===== src/rtl/smsub_pkg.sv =====
// shared types, constants and helpers of the stream marker substitute block
package smsub_pkg;

  localparam int DEF_MAX_MARKER_BYTES = 8;
  localparam int DEF_MAX_TEXT_BYTES   = 8;

  localparam int BYTE_W     = 8;
  localparam int CFG_W      = 64;
  localparam int CFG_ADDR_W = 3;
  localparam int LEN_W      = 4;

  localparam logic [CFG_ADDR_W-1:0] REG_MARKER_BYTES       = 3'd0;
  localparam logic [CFG_ADDR_W-1:0] REG_MARKER_LENGTH      = 3'd1;
  localparam logic [CFG_ADDR_W-1:0] REG_REPLACEMENT_BYTES  = 3'd2;
  localparam logic [CFG_ADDR_W-1:0] REG_REPLACEMENT_LENGTH = 3'd3;
  localparam logic [CFG_ADDR_W-1:0] REG_DROP_FIRST_LINE    = 3'd4;

  localparam logic [BYTE_W-1:0] NEWLINE_BYTE = 8'h0A;

  // control of one hold cell
  typedef struct packed {
    logic load;
    logic shift;
  } smsub_cell_ctrl_t;

  // request from the sequencer to the output stage
  typedef struct packed {
    logic              emit;
    logic              finish;
    logic [BYTE_W-1:0] data;
  } smsub_push_t;

  function automatic logic [BYTE_W-1:0] byte_of(input logic [CFG_W-1:0] word,
                                                input logic [2:0]       idx);
    byte_of = word[idx*BYTE_W +: BYTE_W];
  endfunction

endpackage


===== src/rtl/smsub_cell.sv =====
// one hold cell: stores a held byte, compares it with its marker byte, shifts left
module smsub_cell
  import smsub_pkg::*;
(
  input  logic              clk,
  input  smsub_cell_ctrl_t  ctrl,
  input  logic [BYTE_W-1:0] load_byte,
  input  logic [BYTE_W-1:0] next_byte,
  input  logic [BYTE_W-1:0] marker_byte,
  input  logic              active,
  output logic [BYTE_W-1:0] byte_o,
  output logic              ok
);

  logic [BYTE_W-1:0] byte_r;
  logic [BYTE_W-1:0] byte_nxt;

  always_comb begin
    byte_nxt = byte_r;
    if (ctrl.load) begin
      byte_nxt = load_byte;
    end else if (ctrl.shift) begin
      byte_nxt = next_byte;
    end
  end

  always_ff @(posedge clk) begin
    byte_r <= byte_nxt;
  end

  assign byte_o = byte_r;
  // an inactive cell never breaks the match
  assign ok     = !active || (byte_r == marker_byte);

endmodule


===== src/rtl/smsub_outq.sv =====
// output stage: one staging byte to learn the last of a run, then the output register
module smsub_outq
  import smsub_pkg::*;
(
  input  logic              clk,
  input  logic              rst_n,
  input  smsub_push_t       push,
  output logic              push_rdy,
  output logic              out_valid,
  input  logic              out_ready,
  output logic [BYTE_W-1:0] out_byte,
  output logic              out_last_of_run
);

  logic              stage_v_r, stage_v_nxt;
  logic [BYTE_W-1:0] stage_b_r, stage_b_nxt;
  logic              out_v_r, out_v_nxt;
  logic [BYTE_W-1:0] out_b_r, out_b_nxt;
  logic              out_last_r, out_last_nxt;

  assign push_rdy = !stage_v_r || !out_v_r || out_ready;

  always_comb begin
    stage_v_nxt  = stage_v_r;
    stage_b_nxt  = stage_b_r;
    out_v_nxt    = out_v_r;
    out_b_nxt    = out_b_r;
    out_last_nxt = out_last_r;
    if (out_v_r && out_ready) begin
      out_v_nxt = 1'b0;
    end
    if ((push.emit || push.finish) && stage_v_r) begin
      out_v_nxt    = 1'b1;
      out_b_nxt    = stage_b_r;
      out_last_nxt = push.finish;
    end
    if (push.emit) begin
      stage_v_nxt = 1'b1;
      stage_b_nxt = push.data;
    end else if (push.finish) begin
      stage_v_nxt = 1'b0;
    end
  end

  always_ff @(posedge clk) begin
    if (!rst_n) begin
      stage_v_r <= 1'b0;
      out_v_r   <= 1'b0;
    end else begin
      stage_v_r <= stage_v_nxt;
      out_v_r   <= out_v_nxt;
    end
    stage_b_r  <= stage_b_nxt;
    out_b_r    <= out_b_nxt;
    out_last_r <= out_last_nxt;
  end

  assign out_valid       = out_v_r;
  assign out_byte        = out_b_r;
  assign out_last_of_run = out_last_r;

endmodule


===== src/rtl/stream_marker_substitute_top.sv =====
// top level of the stream marker substitute block: config, sequencer, hold cells
// Streaming find and replace over a byte stream. Bytes enter on the in_ channel
// (valid/ready, one byte and an end-of-stream flag per transfer); every leftmost,
// non-overlapping occurrence of the marker is replaced by the replacement text and
// all other bytes leave in order on the out_ channel, the last byte caused by one
// input transfer flagged with out_last_of_run. The cfg_ port writes the marker,
// its length, the replacement, its length and the drop-first-line switch; write
// only while the block is idle.
// An input byte that leaves the held marker prefix consistent is accepted, then
// checked in one compare pass over the hold cells. Each held byte that slides out
// on a mismatch, each replacement byte and each byte flushed at end of stream takes
// one output push, with one push per cycle while the output stage is not full; a
// matched marker with a replacement or an end of stream adds a closing push. A byte
// discarded in the first line is only accepted, or at end of stream also flushes the
// held bytes. A pushed byte waits in the staging byte for the next push to move it on.
// Reset clears the match count, arms the first-line drop and loads the register
// defaults. When the receiver stalls, results wait in a staging byte and the output
// register, then the sequencer holds; input is taken only between items.
module stream_marker_substitute_top
  import smsub_pkg::*;
#(
  parameter int MAX_MARKER_BYTES = DEF_MAX_MARKER_BYTES,
  parameter int MAX_TEXT_BYTES   = DEF_MAX_TEXT_BYTES
) (
  input  logic                  clk,
  input  logic                  rst_n,
  // configuration writes
  input  logic                  cfg_we,
  input  logic [CFG_ADDR_W-1:0] cfg_addr,
  input  logic [CFG_W-1:0]      cfg_wdata,
  // input channel
  input  logic                  in_valid,
  output logic                  in_ready,
  input  logic [BYTE_W-1:0]     in_byte,
  input  logic                  in_end_of_stream,
  // result channel
  output logic                  out_valid,
  input  logic                  out_ready,
  output logic [BYTE_W-1:0]     out_byte,
  output logic                  out_last_of_run
);

  localparam int CW = $clog2(MAX_MARKER_BYTES + 1);  // count of held bytes
  localparam int TW = $clog2(MAX_TEXT_BYTES + 2);    // replacement index

  localparam logic [1:0] ST_IDLE  = 2'd0;  // waiting for an input transfer
  localparam logic [1:0] ST_SCAN  = 2'd1;  // compare held bytes, slide out on mismatch
  localparam logic [1:0] ST_REPL  = 2'd2;  // push replacement text
  localparam logic [1:0] ST_FLUSH = 2'd3;  // push leftover held bytes, then close the run

  // configuration registers
  logic [CFG_W-1:0] marker_r;
  logic [LEN_W-1:0] marker_len_r;
  logic [CFG_W-1:0] repl_r;
  logic [LEN_W-1:0] repl_len_r;
  logic             drop_first_r;

  always_ff @(posedge clk) begin
    if (!rst_n) begin
      marker_r     <= '0;
      marker_len_r <= LEN_W'(1);
      repl_r       <= '0;
      repl_len_r   <= '0;
      drop_first_r <= 1'b1;
    end else if (cfg_we) begin
      unique case (cfg_addr)
        REG_MARKER_BYTES:       marker_r     <= cfg_wdata;
        REG_MARKER_LENGTH:      marker_len_r <= cfg_wdata[LEN_W-1:0];
        REG_REPLACEMENT_BYTES:  repl_r       <= cfg_wdata;
        REG_REPLACEMENT_LENGTH: repl_len_r   <= cfg_wdata[LEN_W-1:0];
        REG_DROP_FIRST_LINE:    drop_first_r <= cfg_wdata[0];
        default: ;
      endcase
    end
  end

  // effective lengths: marker clamped into 1..max, replacement into 0..max
  logic [CW-1:0] mlen;
  logic [TW-1:0] tlen;

  always_comb begin
    if (marker_len_r == '0) begin
      mlen = CW'(1);
    end else if (marker_len_r > LEN_W'(MAX_MARKER_BYTES)) begin
      mlen = CW'(MAX_MARKER_BYTES);
    end else begin
      mlen = CW'(marker_len_r);
    end
    if (repl_len_r > LEN_W'(MAX_TEXT_BYTES)) begin
      tlen = TW'(MAX_TEXT_BYTES);
    end else begin
      tlen = TW'(repl_len_r);
    end
  end

  // sequencer state
  logic [1:0]    state_r, state_nxt;
  logic [CW-1:0] n_r, n_nxt;           // held bytes, matched_count between items
  logic          eos_r, eos_nxt;
  logic          pending_r, pending_nxt;
  logic [TW-1:0] idx_r, idx_nxt;

  // held count clamped below the current marker length
  logic [CW-1:0] c_eff;
  assign c_eff = (n_r >= mlen) ? mlen - CW'(1) : n_r;

  // hold cells
  smsub_cell_ctrl_t  cell_ctrl;
  logic [BYTE_W-1:0] cell_byte [MAX_MARKER_BYTES];
  logic [MAX_MARKER_BYTES-1:0] cell_ok;
  logic              match_all;

  genvar gi;
  generate
    for (gi = 0; gi < MAX_MARKER_BYTES; gi++) begin : g_cell
      logic [BYTE_W-1:0] load_byte;
      logic [BYTE_W-1:0] next_byte;
      logic [BYTE_W-1:0] marker_byte;

      assign marker_byte = marker_r[gi*BYTE_W +: BYTE_W];
      // cells below the held count reload the marker prefix, the rest take the new byte
      assign load_byte   = (CW'(gi) < c_eff) ? marker_byte : in_byte;
      if (gi == MAX_MARKER_BYTES - 1) begin : g_tail
        assign next_byte = '0;
      end else begin : g_link
        assign next_byte = cell_byte[gi+1];
      end

      smsub_cell u_cell (
        .clk         (clk),
        .ctrl        (cell_ctrl),
        .load_byte   (load_byte),
        .next_byte   (next_byte),
        .marker_byte (marker_byte),
        .active      (CW'(gi) < n_r),
        .byte_o      (cell_byte[gi]),
        .ok          (cell_ok[gi])
      );
    end
  endgenerate

  assign match_all = &cell_ok;

  // output stage
  smsub_push_t push;
  logic        push_rdy;

  smsub_outq u_outq (
    .clk             (clk),
    .rst_n           (rst_n),
    .push            (push),
    .push_rdy        (push_rdy),
    .out_valid       (out_valid),
    .out_ready       (out_ready),
    .out_byte        (out_byte),
    .out_last_of_run (out_last_of_run)
  );

  assign in_ready = (state_r == ST_IDLE);

  always_comb begin
    state_nxt       = state_r;
    n_nxt           = n_r;
    eos_nxt         = eos_r;
    pending_nxt     = pending_r;
    idx_nxt         = idx_r;
    cell_ctrl.load  = 1'b0;
    cell_ctrl.shift = 1'b0;
    push.emit       = 1'b0;
    push.finish     = 1'b0;
    push.data       = cell_byte[0];

    unique case (state_r)
      ST_IDLE: begin
        if (in_valid) begin
          cell_ctrl.load = 1'b1;
          eos_nxt        = in_end_of_stream;
          if (in_byte == NEWLINE_BYTE) begin
            pending_nxt = 1'b0;
          end
          if (pending_r && drop_first_r) begin
            // byte discarded; only an end of stream flushes the held prefix
            n_nxt = c_eff;
            if (in_end_of_stream) begin
              state_nxt = ST_FLUSH;
            end
          end else begin
            n_nxt     = c_eff + CW'(1);
            state_nxt = ST_SCAN;
          end
        end
      end

      ST_SCAN: begin
        if (match_all) begin
          if (n_r == mlen && tlen != '0) begin
            n_nxt     = '0;
            idx_nxt   = '0;
            state_nxt = ST_REPL;
          end else if (eos_r) begin
            if (n_r == mlen) begin
              n_nxt = '0;
            end
            state_nxt = ST_FLUSH;
          end else if (push_rdy) begin
            // marker deleted or prefix still held: close the run now
            if (n_r == mlen) begin
              n_nxt = '0;
            end
            push.finish = 1'b1;
            state_nxt   = ST_IDLE;
          end
        end else if (push_rdy) begin
          // oldest held byte cannot start the marker: slide it out
          push.emit       = 1'b1;
          cell_ctrl.shift = 1'b1;
          n_nxt           = n_r - CW'(1);
        end
      end

      ST_REPL: begin
        push.data = byte_of(repl_r, 3'(idx_r));
        if (push_rdy) begin
          push.emit = 1'b1;
          idx_nxt   = idx_r + TW'(1);
          if (idx_r == tlen - TW'(1)) begin
            state_nxt = ST_FLUSH;
          end
        end
      end

      ST_FLUSH: begin
        if (push_rdy) begin
          if (n_r != '0) begin
            push.emit       = 1'b1;
            cell_ctrl.shift = 1'b1;
            n_nxt           = n_r - CW'(1);
          end else begin
            push.finish = 1'b1;
            if (eos_r) begin
              pending_nxt = 1'b1;
            end
            state_nxt = ST_IDLE;
          end
        end
      end

      default: begin
        state_nxt = ST_IDLE;
      end
    endcase
  end

  always_ff @(posedge clk) begin
    if (!rst_n) begin
      state_r   <= ST_IDLE;
      n_r       <= '0;
      eos_r     <= 1'b0;
      pending_r <= 1'b1;
      idx_r     <= '0;
    end else begin
      state_r   <= state_nxt;
      n_r       <= n_nxt;
      eos_r     <= eos_nxt;
      pending_r <= pending_nxt;
      idx_r     <= idx_nxt;
    end
  end

endmodule


===== config.mk =====
export PLATFORM = sky130hd
export DESIGN_NAME = stream_marker_substitute_top
export DESIGN_NICKNAME = d
export VERILOG_FILES = /design/src/rtl/smsub_pkg.sv /design/src/rtl/smsub_cell.sv /design/src/rtl/smsub_outq.sv /design/src/rtl/stream_marker_substitute_top.sv
export SDC_FILE = /design/constraint.sdc
export NUM_CORES = 1
export LEC_CHECK = 0
export ABC_AREA = 1
export BUFFER_PORTS_ARGS = -buffer_cell sky130_fd_sc_hd__buf_4
export CAP_MARGIN = 10
export CORE_ASPECT_RATIO = 0.8
export CORE_MARGIN = 2
export CORE_UTILIZATION = 55
export DETAILED_ROUTE_END_ITERATION = 8
export PLACE_DENSITY = 0.75
export SLEW_MARGIN = 25
export SYNTH_ARGS = -nofsm -noshare
export SYNTH_HDL_FRONTEND = slang
export SYNTH_SLANG_ARGS = --single-unit

===== constraint.sdc =====
create_clock -name clk -period 8.1 [get_ports clk]
set_clock_uncertainty 0.1 [all_clocks]
set_input_delay 1.215 -clock clk [delete_from_list [all_inputs] [get_ports clk]]
set_output_delay 1.215 -clock clk [all_outputs]
set_load 0.01 [all_outputs]

[Word level (Yosys, flattened, before mapping)]
Index checks and enable logic that the tools add are counted.
Cells by class
  add/subtract/negate cells: 5
  order comparisons: 19
  equality and inequality tests: 31
  shifts and indexed selects: 1
  mux-type cells: 80
  reductions and logical operators: 47
Operators by type and width (count)
  $mux 8: 25
  $mux 4: 17
  $eq 8x8->1: 8
  $shiftx 64x7->8: 1
  $lt 3x4->1 const A: 8
  $mux 2: 12
  $mux 1: 19
  $ne 2x2->1 const B: 9
  $lt 1x4->1 const A: 4
  $lt 2x4->1 const A: 4
  $reduce_and 8->1: 2
  $pmux 4 s3: 1
  $reduce_and 2->1: 6
  $reduce_and 6->1: 2
  $sub 4x1->4 const B: 3
  $logic_or 1x1->1: 11
  $logic_not 1->1: 10
  $reduce_bool 2->1: 5
  $add 4x1->4 const B: 2
  $eq 4x4->1: 2
  $eq 8x4->1 const B: 1
  $gt 4x4->1 const B: 2
  $pmux 2 s4: 1
  $pmux 4 s2: 1
  other kinds (18): 27
Word-level totals
  bits in registers: 232
  bits of input ports: 81
  output and inout port bits: 11
  logic and storage cells: 206

[Logic depth before layout (Yosys ltp)]
Gate-level depths: netlist (run 1).
  word-level depth: 11
  gate-level depth with buffers: 19

[Hierarchy]
Synthesis (run 1) repeated with hierarchy kept, for this count alone.
Unflattened totals
  cells, all modules: 1651
  area total of the unflattened synthesis: 12009.0 sq um
By module, submodules not included
  stream_marker_substitute_top: instances 1, cells each 1086, area an instance 7524.7 sq um
  smsub_cell: instances 8, cells each 67, area an instance 485.5 sq um
  smsub_outq: instances 1, cells each 29, area an instance 600.6 sq um

[Worst setup path before layout (run 1)]
No wires, ideal clock.
  path kind: input -> register
  start point: input in_valid
  end point: register g_cell[0].u_cell.byte_r[0], enable pin
  setup time: 0.690 ns
  arrival: 2.961 ns
  data required time: 7.310 ns
  slack: 4.349 ns
  stages: 4
  cells stage by stage: nand2_1 > clkbuf_1 > clkbuf_1 > nand2_1
On the way
  longest elaborated chain between the ends: 3
Ends and longest elaborated chain
  from (decl): line stream_marker_substitute_top.sv:32  | input logic in_valid,
  $mux 1: line stream_marker_substitute_top.sv:175  | if (in_valid) begin
  $mux 1: line stream_marker_substitute_top.sv:173  | unique case (state_r)
  $reduce_bool 2->1 (no source line)
  to (signal assigned): line smsub_cell.sv:28  | byte_r <= byte_nxt;
  to (decl): line smsub_cell.sv:15  | logic [BYTE_W-1:0] byte_r;
No other way between the ends.
A chain may end at the register's enable or synchronous reset.

[Worst setup path in the final report (run 1)]
  start point: register marker_len_r[0]
  end point: register g_cell[0].u_cell.byte_r[7], data pin
On the way
  longest elaborated chain between the ends: 8
  elaborated cells between the ends (all ways): 10
  classes of those cells: add/sub: 1; order compare: 3; mux: 5; reduce/logical: 1
Ends and longest elaborated chain
  from (decl): line stream_marker_substitute_top.sv:53  | logic [LEN_W-1:0] marker_len_r;
  from (signal assigned): line stream_marker_substitute_top.sv:68  | REG_MARKER_LENGTH: marker_len_r <= cfg_wdata[LEN_W-1:0];
  $gt 4x4->1: line stream_marker_substitute_top.sv:84  | end else if (marker_len_r > LEN_W'(MAX_MARKER_BYTES)) begin
  $mux 4: line stream_marker_substitute_top.sv:84
  $mux 4 *: line stream_marker_substitute_top.sv:82  | if (marker_len_r == '0) begin
  $sub 4x1->4 or $ge 4x4->1 (tied branches): line stream_marker_substitute_top.sv:105  | assign c_eff = (n_r >= mlen) ? mlen - CW'(1) : n_r;
  $mux 4 *: line stream_marker_substitute_top.sv:105
  $lt 1x4->1 *: line stream_marker_substitute_top.sv:122  | assign load_byte = (CW'(gi) < c_eff) ? marker_byte : in_byte;
  $mux 8 *: line stream_marker_substitute_top.sv:122
  $mux 8 *: line smsub_cell.sv:20  | if (ctrl.load) begin
  via g_cell[0].u_cell.byte_nxt[7]: line smsub_cell.sv:16  | logic [BYTE_W-1:0] byte_nxt;
Mark *: on every way through the listed nets, which the timed path passes. The rest lies on a longest branch.

==> flow_summary.json, run 1 <==
{
  "path_class": "reg -> reg",
  "cts_buffers": 24,
  "cts_tree": "yes",
  "setup-violations-final": 0,
  "coreArea_sq_um": 19970,
  "seqPwrFrac_pct": 39.5,
  "hold_class": "reg -> reg",
  "r2r_cells": 16,
  "vias": 10456,
  "cp-end-kind": "flop",
  "row_count": 46,
  "power_density_nw_per_um2": 334.4,
  "dieArea_sq_um": 21740,
  "synth_top_family_by_area": "simple AND/OR/NAND/NOR gates",
  "post_route_cells_drive_above_1_share_pct": 11.26,
  "fin_ws_ps": 4567,
  "io_pins": 92,
  "cts_buffer_depth": 3,
  "synth-compound-area-share_pct": 18.22,
  "max_slew_margin_pct": 38.87,
  "fmax_mhz": 283.0,
  "htree_levels": 1,
  "wirelength_microns": 34110,
  "cp_max_fo": 17,
  "worstPathRequired_ps": 8250,
  "grt_overflow_total": 0,
  "fp.dieW_microns": 164.3,
  "worst_pin_slew_ps": 917.0,
  "cts.sinks": 232,
  "p_sw_mw": 1.611,
  "synth_top_area_cell": "dfxtp_1",
  "synth_common_cells": "nor2_1 (302), o21ai_0 (254), nand2_1 (227)",
  "wl_per_cell_microns": 19.03,
  "synth.most_common_cell": "nor2_1",
  "nNetsFinal": 1607,
  "cts-root-buf": "clkbuf_16",
  "syn_to_final_growth_pct": 14.94,
  "initial_core_util_pct": 56.64,
  "ys_seq_elements": 232,
  "synthXorXnorAreaFrac_pct": 3.871,
  "diodes": 0,
  "crit_arrival_ps": 3680,
  "synth_area_sq_um": 11310,
  "clkTransAtPathRegs_ps": 60,
  "cts_hold_buf": 0,
  "place_hpwl_microns": 23770,
  "async_flop_share_pct": 0,
  "period_minus_slack_ps": 3534,
  "synth_edf_count": 81,
  "holdPathStages": 0,
  "grt_max_degree": 89,
  "post-route-period-util_pct": 43.62,
  "p_int_mw": 2.737,
  "port_buffers": 91,
  "ys_warn_count": 0,
  "gp_congestion": 0.9682,
  "comb_power_share_pct": 33.0,
  "slew_violations": 0,
  "cts_resized": 0,
  "grt_pass1_wl_microns": 52740,
  "yosysSeqAreaShare_pct": 48.22,
  "drc": 0,
  "swShare_pct": 37.06,
  "outcome": "finished, final reports clean",
  "p_leak_nw": 5.388,
  "synth_top_area_share_pct": 26.72,
  "antenna_found_initial": 0,
  "viasPerCell": 5.835,
  "clk_latency_ps": 530,
  "die_h_microns": 132.3,
  "synth_fa_ha_area_share_pct": 1.770,
  "dr.first_iter.drc_count": 1388,
  "grt.total_usage_pct": 31.22,
  "syn_nets": 1552,
  "cts_setup_buffers": 0,
  "report.final.hold_viol_count": 0,
  "synthTopCellsByArea": "dfxtp_1 (27%), edfxtp_1 (22%), o21ai_0 (11%)",
  "ir_drop_mv": 0.2085,
  "grt_setup_unrepaired": "false",
  "post-place-ws_ps": 4544,
  "yosys.area_share.simple_pct": 20.55,
  "firstDrtPassIters": 5,
  "grt_pass1_vias": 9776,
  "synth_ff_type": "dfxtp_1",
  "synth.avg_cell_area_sq_um": 7.775,
  "setup_tns_ps": 0,
  "clkPwrFrac_pct": 27.5,
  "synth.distinct_cells": 39,
  "syn_inst": 1455,
  "maxCapViolCount": 0,
  "synth_mux_area_share_pct": 1.416,
  "cp-start-kind": "flop",
  "ant_nets": 0
}
## power by group through the flow
stage	Combinational [mW]	Sequential, mW	Clock, mW
after global routing	1.59	1.74	1.25
after CTS	1.41	1.71	1.21
after global placement	1.37	1.73	0
final	1.44	1.72	1.20
after floorplan	1.04	1.69	0
after detailed placement	1.40	1.74	0
## through the flow
step / hold WS, ps / util [%] / power, mW / instance area [sq um] / instances
after global placement: 305.5 / 60.74 / 3.102 / 12130 / 1748
after CTS: 323.0 / 65.10 / 4.326 / 13000 / 1792
after floorplan: 300.3 / - / 2.735 / 11310 / 1455
after detailed placement: 307.9 / 60.74 / 3.132 / 12130 / 1748
final: 327.8 / 65.10 / 4.348 / 13000 / 1792
after global routing: 337.4 / 65.10 / 4.582 / 13000 / 1792
## kinds of logic (layout without fill, tap and decap cells)
group / after synthesis / in the layout
xor+xnor: 50 / 50
flops: 232 / 232
buf+inv: 176 / 249
mux: 16 / 16
compound gates: 383 / 383
simple gates: 582 / 582
fa+ha+maj: 16 / 16
## cells in the final DEF, fill, tap and decap left out, drive strengths merged, types with 29 or more instances in the layout
cell / instances
a21oi: 71
buf: 100
clkbuf: 32
dfxtp: 151
edfxtp: 81
inv: 102
nand2: 231
nand3: 29
nor2: 308
o21ai: 283
xnor2: 44
## flip-flops by register name, indices dropped and copies added, names as in the netlist
signal,count
u_outq.stage_b_r,8
state_r,2
repl_len_r,4
g_cell.u_cell.byte_o,64
u_outq.stage_v_r,1
drop_first_r,1
pending_r,1
u_outq.out_last_of_run,1
n_r,4
repl_r,64
eos_r,1
marker_len_r,4
u_outq.out_valid,1
idx_r,4
marker_r,64
u_outq.out_byte,8
## worst max-delay path: stages, from the launching register on
cell,delay (ps)
dfxtp_1,320
nor3_1,240
o21ai_0,160
ha_1,320
inv_2,50
o21bai_1,120
nand3_1,120
nand3_4,170
nor2_4,140
inv_2,200
nand2_2,210
nor2_2,430
inv_2,160
nor2_4,210
inv_2,60
a22oi_1,140
o21ai_1,80
## routing by layer
metal	GRT usage, %	up-vias	share of wire (%)
met5	0	-	0
met4	9.308	0	3.2
met3	6.040	73	10
met2	50.16	538	46
met1	42.78	4907	40
li1	-	4938	-
## worst paths after layout
path	start	to	slack, ps
worst max register to register	marker_len_r[0]	g_cell[0].u_cell.byte_o[7]	4570
worst max-delay path	marker_len_r[0]	g_cell[0].u_cell.byte_o[7]	4570
worst min-delay path	u_outq.stage_b_r[0]	u_outq.out_byte[0]	330
worst min register to register	u_outq.stage_b_r[0]	u_outq.out_byte[0]	330
## area by class of cell
cell class | instances | area, sq um
clock buffer | 32 | 745.7
clock inverter | 12 | 125.1
fill | 1742 | 6969
inverter | 105 | 397.9
multi-input combinational | 1047 | 5197
sequential | 232 | 5455
tap | 264 | 330.3
timing repair buffer | 100 | 750.7
Power figures use the tool's default switching activity.
==> inputs of run 2 (changes only) <==
--- a/config.mk
+++ b/config.mk
@@ -10,9 +10,9 @@
 export CAP_MARGIN = 10
 export CORE_ASPECT_RATIO = 0.8
 export CORE_MARGIN = 2
-export CORE_UTILIZATION = 55
+export CORE_UTILIZATION = 54
 export DETAILED_ROUTE_END_ITERATION = 8
-export PLACE_DENSITY = 0.75
+export PLACE_DENSITY = 0.77
 export SLEW_MARGIN = 25
 export SYNTH_ARGS = -nofsm -noshare
 export SYNTH_HDL_FRONTEND = slang
==> constraint.sdc (replaced) <==
create_clock -name clk -period 2.95 [get_ports clk]
set_clock_uncertainty 0.1 [all_clocks]
set_input_delay 0.4425 -clock clk [delete_from_list [all_inputs] [get_ports clk]]
set_output_delay 0.4425 -clock clk [all_outputs]
set_load 0.01 [all_outputs]
==> run 2 against run 1 <==
Compared with the run above: critical path depth down 3; worst hold slack worse by 290 ps; worst setup slack got worse by 4400 ps; sequential share of layout area down 1.0 points; core utilization fell by 0.56 points; critical path type unchanged.
==> flow_summary.json, run 2 (synthesized netlist as in run 1, its figures left out) <==
{
  "outcome": "finished, final reports clean",
  "max_stage_delay_ps": 330,
  "maxCapViolCount": 0,
  "grt_pass1_vias": 9905,
  "ir_drop_mv": 0.5009,
  "worstPathRequired_ps": 3110,
  "cp-end-kind": "flop",
  "p_leak_nw": 5.574,
  "row_count": 47,
  "fp.dieW_microns": 165.8,
  "cts-root-buf": "clkbuf_16",
  "wirelength_microns": 34960,
  "nNetsFinal": 1636,
  "htree_levels": 1,
  "crit_path_cell_trace": "nor3_2, o21ai_1, ha_1, inv_2, o21bai_1, nand3_1, nand3_4, o21ai_4, nand2_4, o21ai_4, inv_4, o21ai_2, o22ai_1",
  "post_route_cells_drive_above_1_share_pct": 13.17,
  "power_density_nw_per_um2": 916.7,
  "grt_pass1_wl_microns": 53960,
  "cts_buffers": 24,
  "initial_core_util_pct": 54.80,
  "slew_violations": 0,
  "syn_to_final_growth_pct": 17.77,
  "layout_commonest_cell": "nor2_1",
  "cp-start-kind": "flop",
  "grt.total_usage_pct": 30.87,
  "fin_ws_ps": 134.0,
  "critPathLaunch": "marker_len_r[2]",
  "postPlaceCellArea_sq_um": 12390,
  "fillCellCount": 1739,
  "report.final.hold_viol_count": 0,
  "post-place-ws_ps": 96.02,
  "mostFrequentLayoutCells": "nor2_1 (302), o21ai_0 (253), nand2_1 (223)",
  "diodes": 0,
  "antenna_found_initial": 0,
  "port_buffers": 91,
  "grt_overflow_total": 0,
  "firstDrtPassIters": 5,
  "crit_arrival_ps": 2980,
  "cts_buffer_depth": 3,
  "p_total_mw": 12.21,
  "cts_tree": "yes",
  "setup-violations-final": 0,
  "wl_per_cell_microns": 19.15,
  "drc": 0,
  "cts.sinks": 232,
  "clkTransAtPathRegs_ps": 70,
  "path_common_cell": "o21ai_4",
  "place_hpwl_microns": 25180,
  "die_h_microns": 133.5,
  "worst_pin_slew_ps": 882.2,
  "post-route-period-util_pct": 95.46,
  "hp-start": "cfg_wdata[33]",
  "clk_latency_ps": 540,
  "viasPerCell": 5.890,
  "dr.first_iter.drc_count": 1355,
  "coreArea_sq_um": 20640,
  "gp_congestion": 0.9739,
  "path_class": "reg -> reg",
  "grt_max_degree": 88,
  "fin_util_pct": 64.55,
  "r2r-start": "marker_len_r[2]",
  "dieArea_sq_um": 22130,
  "hold_class": "in -> reg",
  "fmax_mhz": 355.1,
  "io_pins": 92,
  "grt_setup_unrepaired": "true",
  "vias": 10756,
  "ant_nets": 0,
  "max_slew_margin_pct": 40.64,
  "cp_max_fo": 10,
  "cpMaxStageDelayCell": "dfxtp_1",
  "fin_area_sq_um": 13320,
  "period_minus_slack_ps": 2816
}
## run 2: changes by cell type in the layout (fill, tap and decap cells not counted), moves of 2 or more
cell / before / now
inv_4: 2 / 4
buf_4: 100 / 123
clkinv_2: 5 / 3
o21ai_2: 0 / 2
buf_12: 0 / 6
## run 2: critical path, delay by kind of cell, from the launching register on
kind / cells / cell delay [ps]
adder cells (fa/ha/maj): 1 / 300
AND/OR/NAND/NOR: 4 / 630
AO/OA/AOI/OAI: 6 / 990
flip-flops: 1 / 330
buffers and inverters: 2 / 190
## run 2: final cells by class
cell class	count	area, sq um	share of cell area (%)
Tap cell	269	336.6	2.526
Clock buffer	33	760.7	5.710
Clock inverter	11	105.1	0.7889
Inverter	105	399.1	2.996
Timing Repair Buffer	129	1044	7.832
Sequential cell	232	5455	40.95
Multi-Input combinational cell	1047	5223	39.20
## run 2: metrics by stage
| stage | std cells | hold slack, ps | TNS, ps |
|---|---|---|---|
| after floorplan | 1455 | 300.3 | 0 |
| after global placement | 1777 | 308.0 | 0 |
| after detailed placement | 1777 | 304.5 | 0 |
| after CTS | 1821 | 30.41 | 0 |
| after global routing | 1826 | 44.63 | -32.64 |
| final | 1826 | 34.79 | 0 |
## run 2: report_power, final
group,internal [mW],switching (mW),total [mW]
logic,1.51,2.73,4.24
clock network,1.92,1.34,3.26
registers,4.27,0.446,4.72
## run 2: final timing paths
kind                                                    to  slack (ps)  cells after the start
worst min-delay path                            repl_r[33]          30                      3
worst max-delay path            g_cell[6].u_cell.byte_o[7]         130                     13
worst min register to register          u_outq.out_byte[7]         320                      0
worst max register to register  g_cell[6].u_cell.byte_o[7]         130                     13
## run 2: metal layers
| layer | part of all wire, % | GRT usage (%) |
|---|---|---|
| met5 | 0 | 0 |
| met4 | 3.6 | 11.16 |
| met3 | 12 | 6.209 |
| met2 | 44 | 48.09 |
| met1 | 40 | 43.02 |
## run 2: timing repair
item / 4_1_cts / 5_1_grt
gates resized for setup: 0 / 8
setup endpoints to repair: 0 / 45
buffers inserted: 0 / 5
hold buffers: 0 / 0
